### src/hw/rtl/cv2_pkg.sv
// ----------------------------------------------------------------------------
// cv2_pkg
// Shared constants and types of the valid-region 2D cross-correlation block.
// ----------------------------------------------------------------------------
`timescale 1ns / 1ps

package cv2_pkg;

    localparam int KERNEL_ROWS = 3;
    localparam int KERNEL_COLS = 3;
    localparam int MAX_WIDTH   = 1024;
    localparam int MAX_HEIGHT  = 4096;

    localparam int KSIZE     = KERNEL_ROWS * KERNEL_COLS;
    localparam int LINE_ROWS = KERNEL_ROWS - 1;

    localparam int SAMPLE_W   = 16;
    localparam int PROD_W     = 2 * SAMPLE_W;
    localparam int SUM_W      = 35;
    localparam int IDX_W      = 4;
    localparam int COL_W      = $clog2(MAX_WIDTH);
    localparam int ROW_W      = $clog2(MAX_HEIGHT);
    localparam int WIDTH_W    = $clog2(MAX_WIDTH + 1);
    localparam int HEIGHT_W   = $clog2(MAX_HEIGHT + 1);
    localparam int LINE_W     = LINE_ROWS * SAMPLE_W;
    localparam int CFG_IDX_W  = 2;
    localparam int CFG_DATA_W = 16;

    // request codes
    localparam logic REQ_WEIGHT = 1'b0;
    localparam logic REQ_SAMPLE = 1'b1;

    // register indexes
    localparam logic [CFG_IDX_W-1:0] CFG_IMAGE_WIDTH  = 2'd0;
    localparam logic [CFG_IDX_W-1:0] CFG_IMAGE_HEIGHT = 2'd1;

    typedef logic signed [SAMPLE_W-1:0] sample_t;
    typedef logic signed [PROD_W-1:0]   prod_t;
    typedef logic signed [SUM_W-1:0]    sum_t;

    // position tag that travels with each sample through the pipeline
    typedef struct packed {
        logic             valid;
        logic             emit;
        logic             last;
        logic [ROW_W-1:0] row;
        logic [COL_W-1:0] col;
    } cv2_tag_t;

endpackage

### src/hw/rtl/cv2_cell.sv
// ----------------------------------------------------------------------------
// cv2_cell
// One window position: holds its kernel weight and sample, takes the sample
// of its right neighbor on a shift and registers the weighted product.
// ----------------------------------------------------------------------------
`timescale 1ns / 1ps

module cv2_cell
    import cv2_pkg::*;
(
    input  logic    clk,
    input  logic    rst_n,
    input  logic    load_en,
    input  sample_t load_weight,
    input  logic    shift_en,
    input  sample_t sample_in,
    output sample_t sample_out,
    output prod_t   product
);

    sample_t weight_reg;
    sample_t sample_reg;
    prod_t   product_reg;
    prod_t   product_next;

    assign product_next = weight_reg * sample_in;

    always_ff @(posedge clk or negedge rst_n)
    begin
        if (!rst_n)
        begin
            weight_reg <= '0;
            sample_reg <= '0;
        end
        else
        begin
            if (load_en)
            begin
                weight_reg <= load_weight;
            end
            if (shift_en)
            begin
                sample_reg <= sample_in;
            end
        end
    end

    always_ff @(posedge clk)
    begin
        if (shift_en)
        begin
            product_reg <= product_next;
        end
    end

    assign sample_out = sample_reg;
    assign product    = product_reg;

endmodule

### config.mk
export PLATFORM = sky130hd
export DESIGN_NAME = cv2_cell
export DESIGN_NICKNAME = d
export VERILOG_FILES = /design/src/hw/rtl/cv2_pkg.sv /design/src/hw/rtl/cv2_cell.sv
export SDC_FILE = /design/constraint.sdc
export NUM_CORES = 1
export LEC_CHECK = 0
export BUFFER_PORTS_ARGS = -buffer_cell sky130_fd_sc_hd__buf_2
export CAP_MARGIN = 20
export CORE_ASPECT_RATIO = 0.6
export CORE_UTILIZATION = 60
export DETAILED_ROUTE_END_ITERATION = 6
export PLACE_DENSITY = 0.76
export SYNTH_ARGS = -nofsm -noshare
export SYNTH_HDL_FRONTEND = slang
export SYNTH_SLANG_ARGS = --single-unit
### constraint.sdc
create_clock -name clk -period 18.1 [get_ports clk]
set_clock_uncertainty 0.2 [all_clocks]
set_input_delay 0.905 -clock clk [delete_from_list [all_inputs] [get_ports clk]]
set_output_delay 0.905 -clock clk [all_outputs]
set_load 0.005 [all_outputs]
==> reports/qor.csv <==
stage,metric,value,unit
yosys,yosysWarnings,0,
timing,max-slew-margin-rel,51.1,%
final_layout,most-common-layout-cells,"291 x inv_1, 262 x fa_1, 133 x nand2_1",
routing,drt_iter0_drc,551,
final_layout,nets,1628,
yosys,ys_types,44,
yosys,syn_avg_cell_area,10.1,sq um
final_layout,layout-drive-gt1-share,11.2,%
placement,io_buffers,83,
routing,vias_per_cell,5.39,
final_layout,diodes,0,
final_layout,fillers,1543,
timing,drv_slew,0,
flow_run,cap_viol_max_count,0,
routing,post-route-drc-count,0,
yosys,synthCells,1195,
clock_network,cts_resized,0,
critical_path,cp.required,18010,ps
floorplan,die_x,185,um
floorplan,coreArea,19300,sq um
routing,ant_nets,0,
routing,wirelength,28500,um
clock_network,cts_buffer_depth,2,
final_layout,largest_reg_flops,32,
timing,setup_tns,0,ps
clock_network,path_clk_slew,60,ps
clock_network,cts_buffers,9,
floorplan,io_pins,84,
floorplan,die_h,112,um
timing,grt_setup_unrepaired,no,
clock_network,ctsHtreeMaxLevel,3,
floorplan,start_util,62.3,%
grt,grt_max_degree,45,
critical_path,path_class,in2reg,
yosys,ys_ff_latch,64,
clock_network,clk_latency,370,ps
clock_network,cts.sinks,64,
final_layout,layout_commonest_cell,inv_1,
grt,overflow,0,
hold_path,hp-class,reg2reg,
yosys,syn_area,12000,sq um
floorplan,rows,39,
final_layout,areaGrowthSynthToFinish,7.69,%
timing,max_freq,140,MHz
critical_path,startpoint_type,input port,
yosys,synth_seq_area_share,14.6,%
clock_network,cts-root-buf,clkbuf_16,
critical_path,arrival,7040,ps
grt,grt_usage,31.2,%
clock_network,cts-hold-fix-buffers,0,
grt,grt_pass1_wl,47700,um
grt,grt_pass1_vias,8644,
timing,finalHoldViolCount,0,
routing,wl_per_cell,18.8,um
floorplan,fp.dieArea,20700,sq um
clock_network,cts_tree,done,
clock_network,postCtsSetupRepairBufs,0,
placement,dp_hpwl,22600,um
critical_path,crit_fanout,17,
placement,routabilityCongestion,0.932,
grt,antenna_found_initial,0,
run_status,status,completed,
timing,finalCritPeriodShare,39.4,%
timing,worst_slew_pin_slew,733,ps
routing,via_count,8189,
timing,setup_viol,0,
yosys,syn_nets,1575,
critical_path,endpoint_kind,register,
timing,period_needed,7140,ps
routing,dr.pass1.iters,6,
[through the flow]
step	util (%)	setup WS, ps	cell area, sq um	instances	hold slack [ps]
finish	67.1	10960	13000	1519	300
global route	67.1	10620	13000	1519	317
CTS	67.1	10960	13000	1519	304
detailed placement	65.4	10630	12600	1503	291
global placement	65.4	10680	12600	1503	284
floorplan	-	11230	12000	1195	305
[cell type report]
class / instances / area [sq um] / share of cell area [%]
well taps: 266 / 333 / 2.57
inverters: 291 / 1090 / 8.42
multi-input cells: 797 / 9020 / 69.6
flip-flops and latches: 64 / 1760 / 13.6
clock inverters: 6 / 73.8 / 0.569
clock buffers: 10 / 250 / 1.93
repair buffers: 85 / 430 / 3.32
[logic make-up (layout without fill, tap and decap cells)]
| logic type | after synthesis | after routing | synth area share [%] |
|---|---|---|---|
| XOR/XNOR | 37 | 37 | 2.69 |
| adder cells (fa/ha/maj) | 344 | 344 | 52.1 |
| multiplexers | 32 | 32 | 2.99 |
| AND/OR/NAND/NOR | 314 | 314 | 12.9 |
| buffers and inverters | 334 | 392 | 10.4 |
| AO/OA/AOI/OAI | 70 | 70 | 4.24 |
| flip-flops | 64 | 64 | 14.6 |
[Yosys cell counts]
| cell | number | share of area [%] |
|---|---|---|
| dfrtp_1 | 32 | 6.7 |
| a21o_1 | 18 | 1.1 |
| a21oi_2 | 2 | 0.15 |
| edfxtp_1 | 32 | 8.0 |
| a21oi_1 | 16 | 0.67 |
| xor2_1 | 10 | 0.73 |
| a311oi_1 | 1 | 0.073 |
| and2_1 | 122 | 6.3 |
| clkbuf_1 | 43 | 1.3 |
| a2111oi_0 | 1 | 0.073 |
| o2111ai_1 | 1 | 0.073 |
| o311ai_1 | 1 | 0.073 |
| nand3_1 | 3 | 0.12 |
| a21boi_0 | 1 | 0.062 |
| nor3_1 | 6 | 0.25 |
| a31oi_1 | 6 | 0.31 |
| nor2_1 | 27 | 0.84 |
| and3_1 | 6 | 0.31 |
| nor4_1 | 1 | 0.052 |
| xnor2_1 | 27 | 2.0 |
| o21a_1 | 2 | 0.12 |
| nand2_1 | 133 | 4.1 |
| fa_1 | 262 | 44 |
| mux2_2 | 32 | 3.0 |
| o31ai_1 | 2 | 0.12 |
| a21o_4 | 1 | 0.12 |
| a211oi_1 | 2 | 0.12 |
| o211ai_1 | 1 | 0.062 |
| ha_1 | 82 | 8.5 |
| o41ai_4 | 1 | 0.23 |
| o31a_1 | 1 | 0.073 |
| or3_1 | 1 | 0.052 |
| a221oi_1 | 1 | 0.073 |
| o41ai_1 | 1 | 0.073 |
| nand4b_1 | 1 | 0.073 |
| nor2b_1 | 1 | 0.052 |
| o21ai_0 | 6 | 0.25 |
| o21bai_1 | 4 | 0.25 |
| nand4_1 | 6 | 0.31 |
| nand2b_1 | 4 | 0.21 |
| or2_2 | 2 | 0.10 |
| o41ai_2 | 1 | 0.14 |
| or4b_1 | 1 | 0.083 |
| inv_1 | 291 | 9.1 |
[critical path, cell delays in order]
cell and delay [ps]:
buf_2 200, nand2_1 140, inv_1 110, fa_1 770, fa_1 530, fa_1 510
fa_1 520, fa_1 520, inv_1 60, fa_1 480, inv_1 40, ha_1 400
nand4_1 230, nor3_1 360, nand4_1 150, a211oi_1 450, o41ai_2 170, o2111ai_1 240
a21oi_1 110, xnor2_1 120
[layer usage]
metal  up-vias  wire length, um  track usage [%]
met3        21             4040             12.6
met1      4038            13400             49.9
met4         0              201             4.52
met2       469            10800             39.8
met5         -                0                0
li1       3661                -                -
[worst paths after layout]
| check | start | end | slack [ps] | cells after the start |
|---|---|---|---|---|
| min in group asynchronous | rst_n | sample_out[2] | 370 | 1 |
| hold reg to reg | sample_out[8] | sample_out[8] | 300 | 1 |
| setup reg to reg | weight_reg[15] | product[30] | 11030 | 19 |
| hold / removal | sample_out[8] | sample_out[8] | 300 | 1 |
| max in group asynchronous | rst_n | sample_out[1] | 16870 | 1 |
| setup / recovery | sample_in[1] | product[30] | 10960 | 20 |
Power is left out: the tool's default activity adds up to more than one toggle a clock period on the data nets, which glitch-free logic cannot reach.
