**src/hw/rtl/cv2_pkg.sv**
```systemverilog
// ----------------------------------------------------------------------------
// cv2_pkg
// Shared constants and types of the valid-region 2D cross-correlation block.
// ----------------------------------------------------------------------------
`timescale 1ns / 1ps

package cv2_pkg;

    localparam int KERNEL_ROWS = 3;
    localparam int KERNEL_COLS = 3;
    localparam int MAX_WIDTH   = 1024;
    localparam int MAX_HEIGHT  = 4096;

    localparam int KSIZE     = KERNEL_ROWS * KERNEL_COLS;
    localparam int LINE_ROWS = KERNEL_ROWS - 1;

    localparam int SAMPLE_W   = 16;
    localparam int PROD_W     = 2 * SAMPLE_W;
    localparam int SUM_W      = 35;
    localparam int IDX_W      = 4;
    localparam int COL_W      = $clog2(MAX_WIDTH);
    localparam int ROW_W      = $clog2(MAX_HEIGHT);
    localparam int WIDTH_W    = $clog2(MAX_WIDTH + 1);
    localparam int HEIGHT_W   = $clog2(MAX_HEIGHT + 1);
    localparam int LINE_W     = LINE_ROWS * SAMPLE_W;
    localparam int CFG_IDX_W  = 2;
    localparam int CFG_DATA_W = 16;

    // request codes
    localparam logic REQ_WEIGHT = 1'b0;
    localparam logic REQ_SAMPLE = 1'b1;

    // register indexes
    localparam logic [CFG_IDX_W-1:0] CFG_IMAGE_WIDTH  = 2'd0;
    localparam logic [CFG_IDX_W-1:0] CFG_IMAGE_HEIGHT = 2'd1;

    typedef logic signed [SAMPLE_W-1:0] sample_t;
    typedef logic signed [PROD_W-1:0]   prod_t;
    typedef logic signed [SUM_W-1:0]    sum_t;

    // position tag that travels with each sample through the pipeline
    typedef struct packed {
        logic             valid;
        logic             emit;
        logic             last;
        logic [ROW_W-1:0] row;
        logic [COL_W-1:0] col;
    } cv2_tag_t;

endpackage

```
**src/hw/rtl/cv2_sum.sv**
```systemverilog
// ----------------------------------------------------------------------------
// cv2_sum
// Adder stages: registered per-row sums of the cell products, then the
// window total.
// ----------------------------------------------------------------------------
`timescale 1ns / 1ps

module cv2_sum
    import cv2_pkg::*;
(
    input  logic     clk,
    input  logic     rst_n,
    input  logic     en,
    input  prod_t    prod [KERNEL_ROWS][KERNEL_COLS],
    input  cv2_tag_t tag_in,
    output sum_t     total,
    output cv2_tag_t tag_out
);

    sum_t     row_sum_reg  [KERNEL_ROWS];
    sum_t     row_sum_next [KERNEL_ROWS];
    cv2_tag_t tag_reg;

    always_comb
    begin
        for (int r = 0; r < KERNEL_ROWS; r++)
        begin
            row_sum_next[r] = '0;
            for (int c = 0; c < KERNEL_COLS; c++)
            begin
                row_sum_next[r] = row_sum_next[r] + SUM_W'(prod[r][c]);
            end
        end
    end

    always_comb
    begin
        total = '0;
        for (int r = 0; r < KERNEL_ROWS; r++)
        begin
            total = total + row_sum_reg[r];
        end
    end

    always_ff @(posedge clk)
    begin
        if (en)
        begin
            row_sum_reg <= row_sum_next;
        end
    end

    always_ff @(posedge clk or negedge rst_n)
    begin
        if (!rst_n)
        begin
            tag_reg <= '0;
        end
        else if (en)
        begin
            tag_reg <= tag_in;
        end
    end

    assign tag_out = tag_reg;

endmodule

```
**config.mk**
```make
export PLATFORM = sky130hd
export DESIGN_NAME = cv2_sum
export DESIGN_NICKNAME = d
export VERILOG_FILES = /design/src/hw/rtl/cv2_pkg.sv /design/src/hw/rtl/cv2_sum.sv
export SDC_FILE = /design/constraint.sdc
export NUM_CORES = 1
export LEC_CHECK = 0
export BUFFER_PORTS_ARGS = -buffer_cell sky130_fd_sc_hd__buf_2
export CORE_AREA = 2 2 168 170
export CTS_CLUSTER_DIAMETER = 150
export DETAILED_ROUTE_END_ITERATION = 10
export DIE_AREA = 0 0 170 172
export MAX_ROUTING_LAYER = met4
export PLACE_DENSITY = 0.78
export SKIP_LAST_GASP = 1
export SYNTH_ARGS = -nofsm -noshare
export SYNTH_HDL_FRONTEND = slang
export SYNTH_SLANG_ARGS = --single-unit
```
**constraint.sdc**
```tcl
create_clock -name clk -period 3.4 [get_ports clk]
set_clock_uncertainty 0.1 [all_clocks]
set_input_delay 0.68 -clock clk [delete_from_list [all_inputs] [get_ports clk]]
set_output_delay 0.68 -clock clk [all_outputs]
set_load 0.005 [all_outputs]
```
==> reports/qor.yml, run 1 <==
placement:
  port_buffers: 375
  gp_congestion: 0.943
  hpwl_um: 30800
setup_path:
  cpMaxStageDelayCell: "fa_1"
  slowest_delay_ns: 0.53
  critical_path_required_ns: 2.62
  crit_fanout: 2
  critPathArrivalTime_ns: 3.61
  endpoint_kind: "primary output"
  crit_type: "reg -> out"
  cp_cell_sequence: "fa_1 > ha_4 > inv_2 > fa_2 > nor2b_2 > o31a_1 > o211a_1 > o21ai_4 > a31oi_4 > o311a_1 > o221a_2 > xor2_1 > buf_2"
  start_kind: "register"
floorplan:
  die_y_um: 172
  fp.dieArea_sq_um: 29200
  rows: 61
  io_pins: 376
  core-area_sq_um: 27500
  start_util: 0.483
  dieWidth_um: 170
synthesis:
  syn_avg_cell_area_sq_um: 10.6
  syn_nets: 1829
  async_reset_ff_frac: 0.197
  ys_ff_latch: 127
  synthTopCellsByArea: "edfxtp_1 23%, fa_1 20%, ha_1 12%, xnor2_1 4.9%, a21oi_1 4.8%"
  yosysTopAreaCellShare: 0.231
  synthCells: 1250
  yosysUniqueCellTypes: 72
  synth_edf_count: 102
  yosys_warnings: 0
  synth-seq-area-share: 0.278
  syn_area_sq_um: 13300
  synthFlopType: "edfxtp_1"
  yosys.area.top_type: "edfxtp_1"
cts:
  clock-root-buffer: "clkbuf_16"
  clock_latency_ns: 0.42
  cts_buffer_depth: 2
  clkSinkCount: 127
  htree_levels: 4
  numCtsBuffers: 17
  cts_tree: "built"
  clkTransAtPathRegs_ns: 0.06
  ctsHoldBuffers: 0
route:
  dr_total_vias: 12300
  drt_iter0_markers: 826
  drcViolationCount: 0
  wire_per_inst_um: 17.7
  first_pass_iters: 6
  wirelength_um: 39400
  final_antenna_net_count: 0
  avgViaCountPerCell: 5.52
final_layout:
  drive_gt1_frac: 0.433
  largest_register_ffs: 102
  area_growth_pct: 43.2
  nNetsFinal: 2452
sta:
  finalMaxSlewViolations: 0
  setup_ws_ns: -0.989
  finalSetupViolations: 36
  rsz0062_at_grt: "true"
  report.final.hold_viol_count: 0
  max_slew_margin: 0.603
  max_freq_mhz: 228
  finalCritPeriodShare: 1.29
  tightestPinTransition_ns: 0.595
  period_needed_ns: 4.39
  setup_tns_ns: -21.25
global_route:
  grt_max_degree: 51
  grt_overflow: 0
  antenna_found_initial: 2
  grt_pass1_wl_um: 59000
  grt_usage: 0.268
  first_global_vias: 12200
pwr:
  clkPwrFrac: 0.101
  pwr-share-comb: 0.758
  p_seq_frac: 0.140
  p_int_mw: 10.2
  swShare: 0.437
  powerDensity_nw_per_um2: 954
  finalPower_mw: 18.1
  power_switching_mw: 7.93
  leakagePower_nw: 8.65
  vdd_ir_drop_max_uv: 597
status:
  status: "complete, but fails checks"
  violations: "negative setup slack"
job:
  maxCapViolations: 0
hold_path:
  hold_class: "in -> async"
-- Yosys cell counts (6+ instances only) --
cell type,n
dfrtp_1,25
o21a_1,16
o31ai_1,7
o22ai_1,6
a21o_1,43
ha_1,129
inv_1,65
o21bai_1,25
a21oi_1,128
fa_1,134
o21ai_0,53
nor2_1,64
o211ai_1,13
a31oi_1,13
nor3_1,17
o21ai_1,10
mux2_2,26
nand2_1,67
and3_1,15
xor2_1,39
nand3_1,33
xnor2_1,74
edfxtp_1,102
nor2b_1,8
nand4_1,8
a211oi_1,16
clkbuf_1,22
nand2b_1,10
-- final cells by class --
| class | instances | area, sq um |
|---|---|---|
| Clock buffer | 21 | 493 |
| Timing Repair Buffer | 627 | 3860 |
| Multi-Input combinational cell | 1035 | 10200 |
| Sequential cell | 127 | 3690 |
| Fill cell | 2005 | 8460 |
| Antenna cell | 1 | 2.50 |
| Inverter | 65 | 244 |
| Tap cell | 346 | 433 |
| Clock inverter | 11 | 100 |
-- per-stage QoR --
stage / worst slack (ns) / instance area, sq um / instances / util / hold slack (ns)
final: -0.989 / 19000 / 2233 / 0.692 / 0.120
after global routing: -1.12 / 19000 / 2233 / 0.692 / 0.156
after CTS: -0.957 / 18300 / 2212 / 0.667 / 0.128
after detailed placement: -0.663 / 17300 / 2172 / 0.629 / 0.390
after global placement: -0.595 / 17300 / 2172 / 0.629 / 0.388
after floorplan: -0.221 / 13400 / 1250 / - / 0.284
-- final timing paths --
kind,startpoint,to,slack (ns),cells past startpoint
max,row_sum_reg[1],total[33],-0.99,13
min,rst_n,tag_out[8],0.12,1
max reg2reg,tag_out[14],tag_out[14],2.53,1
min reg2reg,tag_out[19],tag_out[19],0.40,1
max in group asynchronous,rst_n,tag_out[4],2.73,1
min in group clk,tag_in[12],tag_out[12],0.38,2
-- metal layers --
metal	up-vias	track usage	share of wire	wire, um
li1	5846	-	-	-
met1	5844	0.326	0.41	16200
met2	522	0.463	0.49	19300
met3	120	0.0236	0.053	2100
met4	0	0.111	0.045	1760
met5	-	-	0	0
-- cell usage in the layout (no fill, tap or decap), drive strengths merged, types with 5 or more instances in the layout --
cell,netlist,layout
buf,1,627
fa,134,134
ha,129,129
a21oi,128,128
edfxtp,102,102
xnor2,74,74
inv,65,69
nand2,67,67
nor2,65,65
o21ai,63,63
a21o,43,43
xor2,39,39
nand3,33,33
mux2,26,26
dfrtp,25,25
o21bai,25,25
clkbuf,22,21
nor3,17,17
a211oi,17,17
o21a,16,16
and3,15,15
o211ai,13,13
a31oi,13,13
nand2b,10,10
nand4,8,8
nor2b,8,8
o31ai,7,7
o22ai,6,6
clkinv,0,6
or3,5,5
and2,5,5
-- timing repair --
action	4_1_cts	5_1_grt
gates resized for setup	71	90
endpoints found under the setup margin	40	57
pin swaps	62	87
setup buffers	9	22
cloned	0	0
-- kinds of logic (layout without fill, tap and decap cells) --
kind of cell / count (synthesis) / after routing / synth area share
buffers and inverters: 88 / 724 / 0.0249
AND/OR/NAND/NOR: 255 / 255 / 0.0930
AO/OA/AOI/OAI: 377 / 377 / 0.183
multiplexers: 27 / 27 / 0.0228
XOR/XNOR: 113 / 113 / 0.0745
other: 0 / 1 / 0
flip-flops: 127 / 127 / 0.278
adder cells (fa/ha/maj): 263 / 263 / 0.324
-- critical path: cells and delay by family (launching register included) --
family / cells / cell delay (ns)
flops: 1 / 0.40
fa+ha+maj: 3 / 0.93
xor+xnor: 1 / 0.14
buf+inv: 2 / 0.18
compound gates: 6 / 1.47
simple gates: 1 / 0.06
-- power groups by stage --
stage / Sequential, mW / Combinational, mW / Clock, mW
after CTS: 2.55 / 12.6 / 1.87
after floorplan: 2.47 / 6.28 / 0
after global routing: 2.59 / 14.8 / 1.94
after detailed placement: 2.56 / 11.6 / 0
final: 2.55 / 13.7 / 1.84
after global placement: 2.55 / 11.4 / 0
No activity file was read; power rests on OpenSTA's default activity.
==> inputs of run 2 (changes only) <==
Settings changed: PLACE_DENSITY 0.78 to 0.88.
==> run 2 against run 1 <==
  * The run still ends with negative setup slack left
  * Sequential share of layout area down 0.22 points
  * Die area unchanged
  * Wire length up 17%
  * Critical path depth down 3
  * Combinational power up 15%
  * Core utilization up 0.78 points
  * First-iteration DRC count up 28%
  * Maximum frequency down 2.3%
  * Global-route usage up 2.9 points
  * Final area up 1.1%
  * Final cell count up 0.36%
  * Critical endpoint unchanged
  * Largest cell class unchanged
==> reports/qor.yml, run 2 (same netlist as run 1, synthesis figures left out) <==
setup_path:
  crit_fanout: 4
  r2r-start: "tag_out[24]"
  crit_path_end: "total[33]"
  reg2reg_to: "tag_out[24]"
  critPathLaunch: "row_sum_reg[75]"
  start_kind: "register"
  reg2reg_depth: 1
  reg2reg_slack_ns: 2.51
  critical_path_required_ns: 2.62
  endpoint_kind: "primary output"
  crit_type: "reg -> out"
  critPathArrivalTime_ns: 3.71
global_route:
  grt_overflow: 0
  antenna_found_initial: 4
  grt_max_degree: 54
  first_global_vias: 12900
  grt_usage: 0.297
  grt_pass1_wl_um: 65200
route:
  first_pass_iters: 6
  wire_per_inst_um: 20.7
  dr_total_vias: 13000
  wirelength_um: 46300
  drcViolationCount: 0
  final_antenna_net_count: 0
  drt_iter0_markers: 1060
  avgViaCountPerCell: 5.81
sta:
  period_needed_ns: 4.49
  tightestPinTransition_ns: 0.587
  finalMaxSlewViolations: 0
  whs_ns: 0.132
  finalCritPeriodShare: 1.32
  rsz0062_at_grt: "true"
  finalSetupViolations: 31
  setup_ws_ns: -1.09
  max_slew_margin: 0.608
  max_freq_mhz: 223
  report.final.hold_viol_count: 0
cts:
  clock-root-buffer: "clkbuf_16"
  clkSinkCount: 127
  htree_levels: 4
  clock_latency_ns: 0.42
  cts_buffer_depth: 2
  numCtsBuffers: 17
  clkTransAtPathRegs_ns: 0.07
  cts_tree: "built"
  ctsHoldBuffers: 0
final_layout:
  fillerInstances: 1843
  register_area_sq_um: 3690
  drive_gt1_frac: 0.442
  final_common_cell: "buf_2"
  multi_input_area_sq_um: 10300
  area_growth_pct: 44.8
  largest_register_ffs: 102
  nNetsFinal: 2457
  mostFrequentLayoutCells: "365 x buf_2, 246 x buf_4, 128 x fa_1, 113 x a21oi_1, 103 x ha_1"
  fin_util: 0.700
  design_area_sq_um: 19200
pwr:
  powerDensity_nw_per_um2: 1050
  leakagePower_nw: 8.73
  vdd_ir_drop_max_uv: 783
status:
  status: "complete, but fails checks"
  violations: "negative setup slack"
floorplan:
  core-area_sq_um: 27500
  start_util: 0.483
  rows: 61
  io_pins: 376
  fp.dieArea_sq_um: 29200
  die_y_um: 172
  dieWidth_um: 170
placement:
  port_buffers: 375
  hpwl_um: 32900
  placed_area_sq_um: 17300
  gp_congestion: 0.919
job:
  maxCapViolations: 0
hold_path:
  hold_class: "in -> async"
run 2: repair_timing:
action / in CTS / in global routing
gates resized for setup: 91 / 99
buffers inserted: 11 / 30
pin swaps: 50 / 112
setup endpoints to repair: 41 / 61
run 2: worst min-delay path by stage:
stage	from	end	cells after the start
floorplan	rst_n	tag_out[0]	0
global placement	tag_out[0]	tag_out[0]	1
detailed placement	tag_out[22]	tag_out[22]	1
CTS	rst_n	tag_out[16]	1
global route	rst_n	tag_out[8]	1
finish	rst_n	tag_out[16]	1
run 2: cell type report:
class                           count  share of cell area
Multi-Input combinational cell   1035               0.535
Timing Repair Buffer              632               0.204
Sequential cell                   127               0.192
Clock buffer                       22              0.0280
Tap cell                          346              0.0225
Inverter                           65              0.0127
Clock inverter                     10             0.00547
Antenna cell                        4            0.000521
run 2: report_power, final:
part           switching [mW]  internal, mW
sequential              0.295          2.27
combinational            8.13          7.58
clock                   0.773          1.22
run 2: layer usage:
| layer | wire, um | up-vias | track usage |
|---|---|---|---|
| li1 | - | 5870 | - |
| met1 | 17600 | 6179 | 0.346 |
| met2 | 22600 | 748 | 0.511 |
| met3 | 3400 | 216 | 0.0414 |
| met4 | 2830 | 0 | 0.145 |
| met5 | 0 | - | - |
run 2: per-stage QoR:
stage	worst slack [ns]	TNS [ns]	std cells	power [mW]
2_1_floorplan	-0.221	-1.08	1250	8.75
3_3_place_gp	-0.623	-23.15	2170	13.8
3_5_place_dp	-0.622	-26.08	2170	14.1
4_1_cts	-0.952	-17.67	2211	17.7
5_1_grt	-1.17	-25.58	2241	21.2
6_report	-1.09	-23.22	2241	20.3
run 2: critical path, stage by stage (launching register included):
cell	delay, ns
edfxtp_1	0.48
fa_2	0.58
ha_4	0.23
a2111o_1	0.48
o211a_1	0.32
o21ai_4	0.19
a31oi_4	0.12
o311a_1	0.35
o221a_2	0.27
xor2_1	0.14
buf_2	0.13
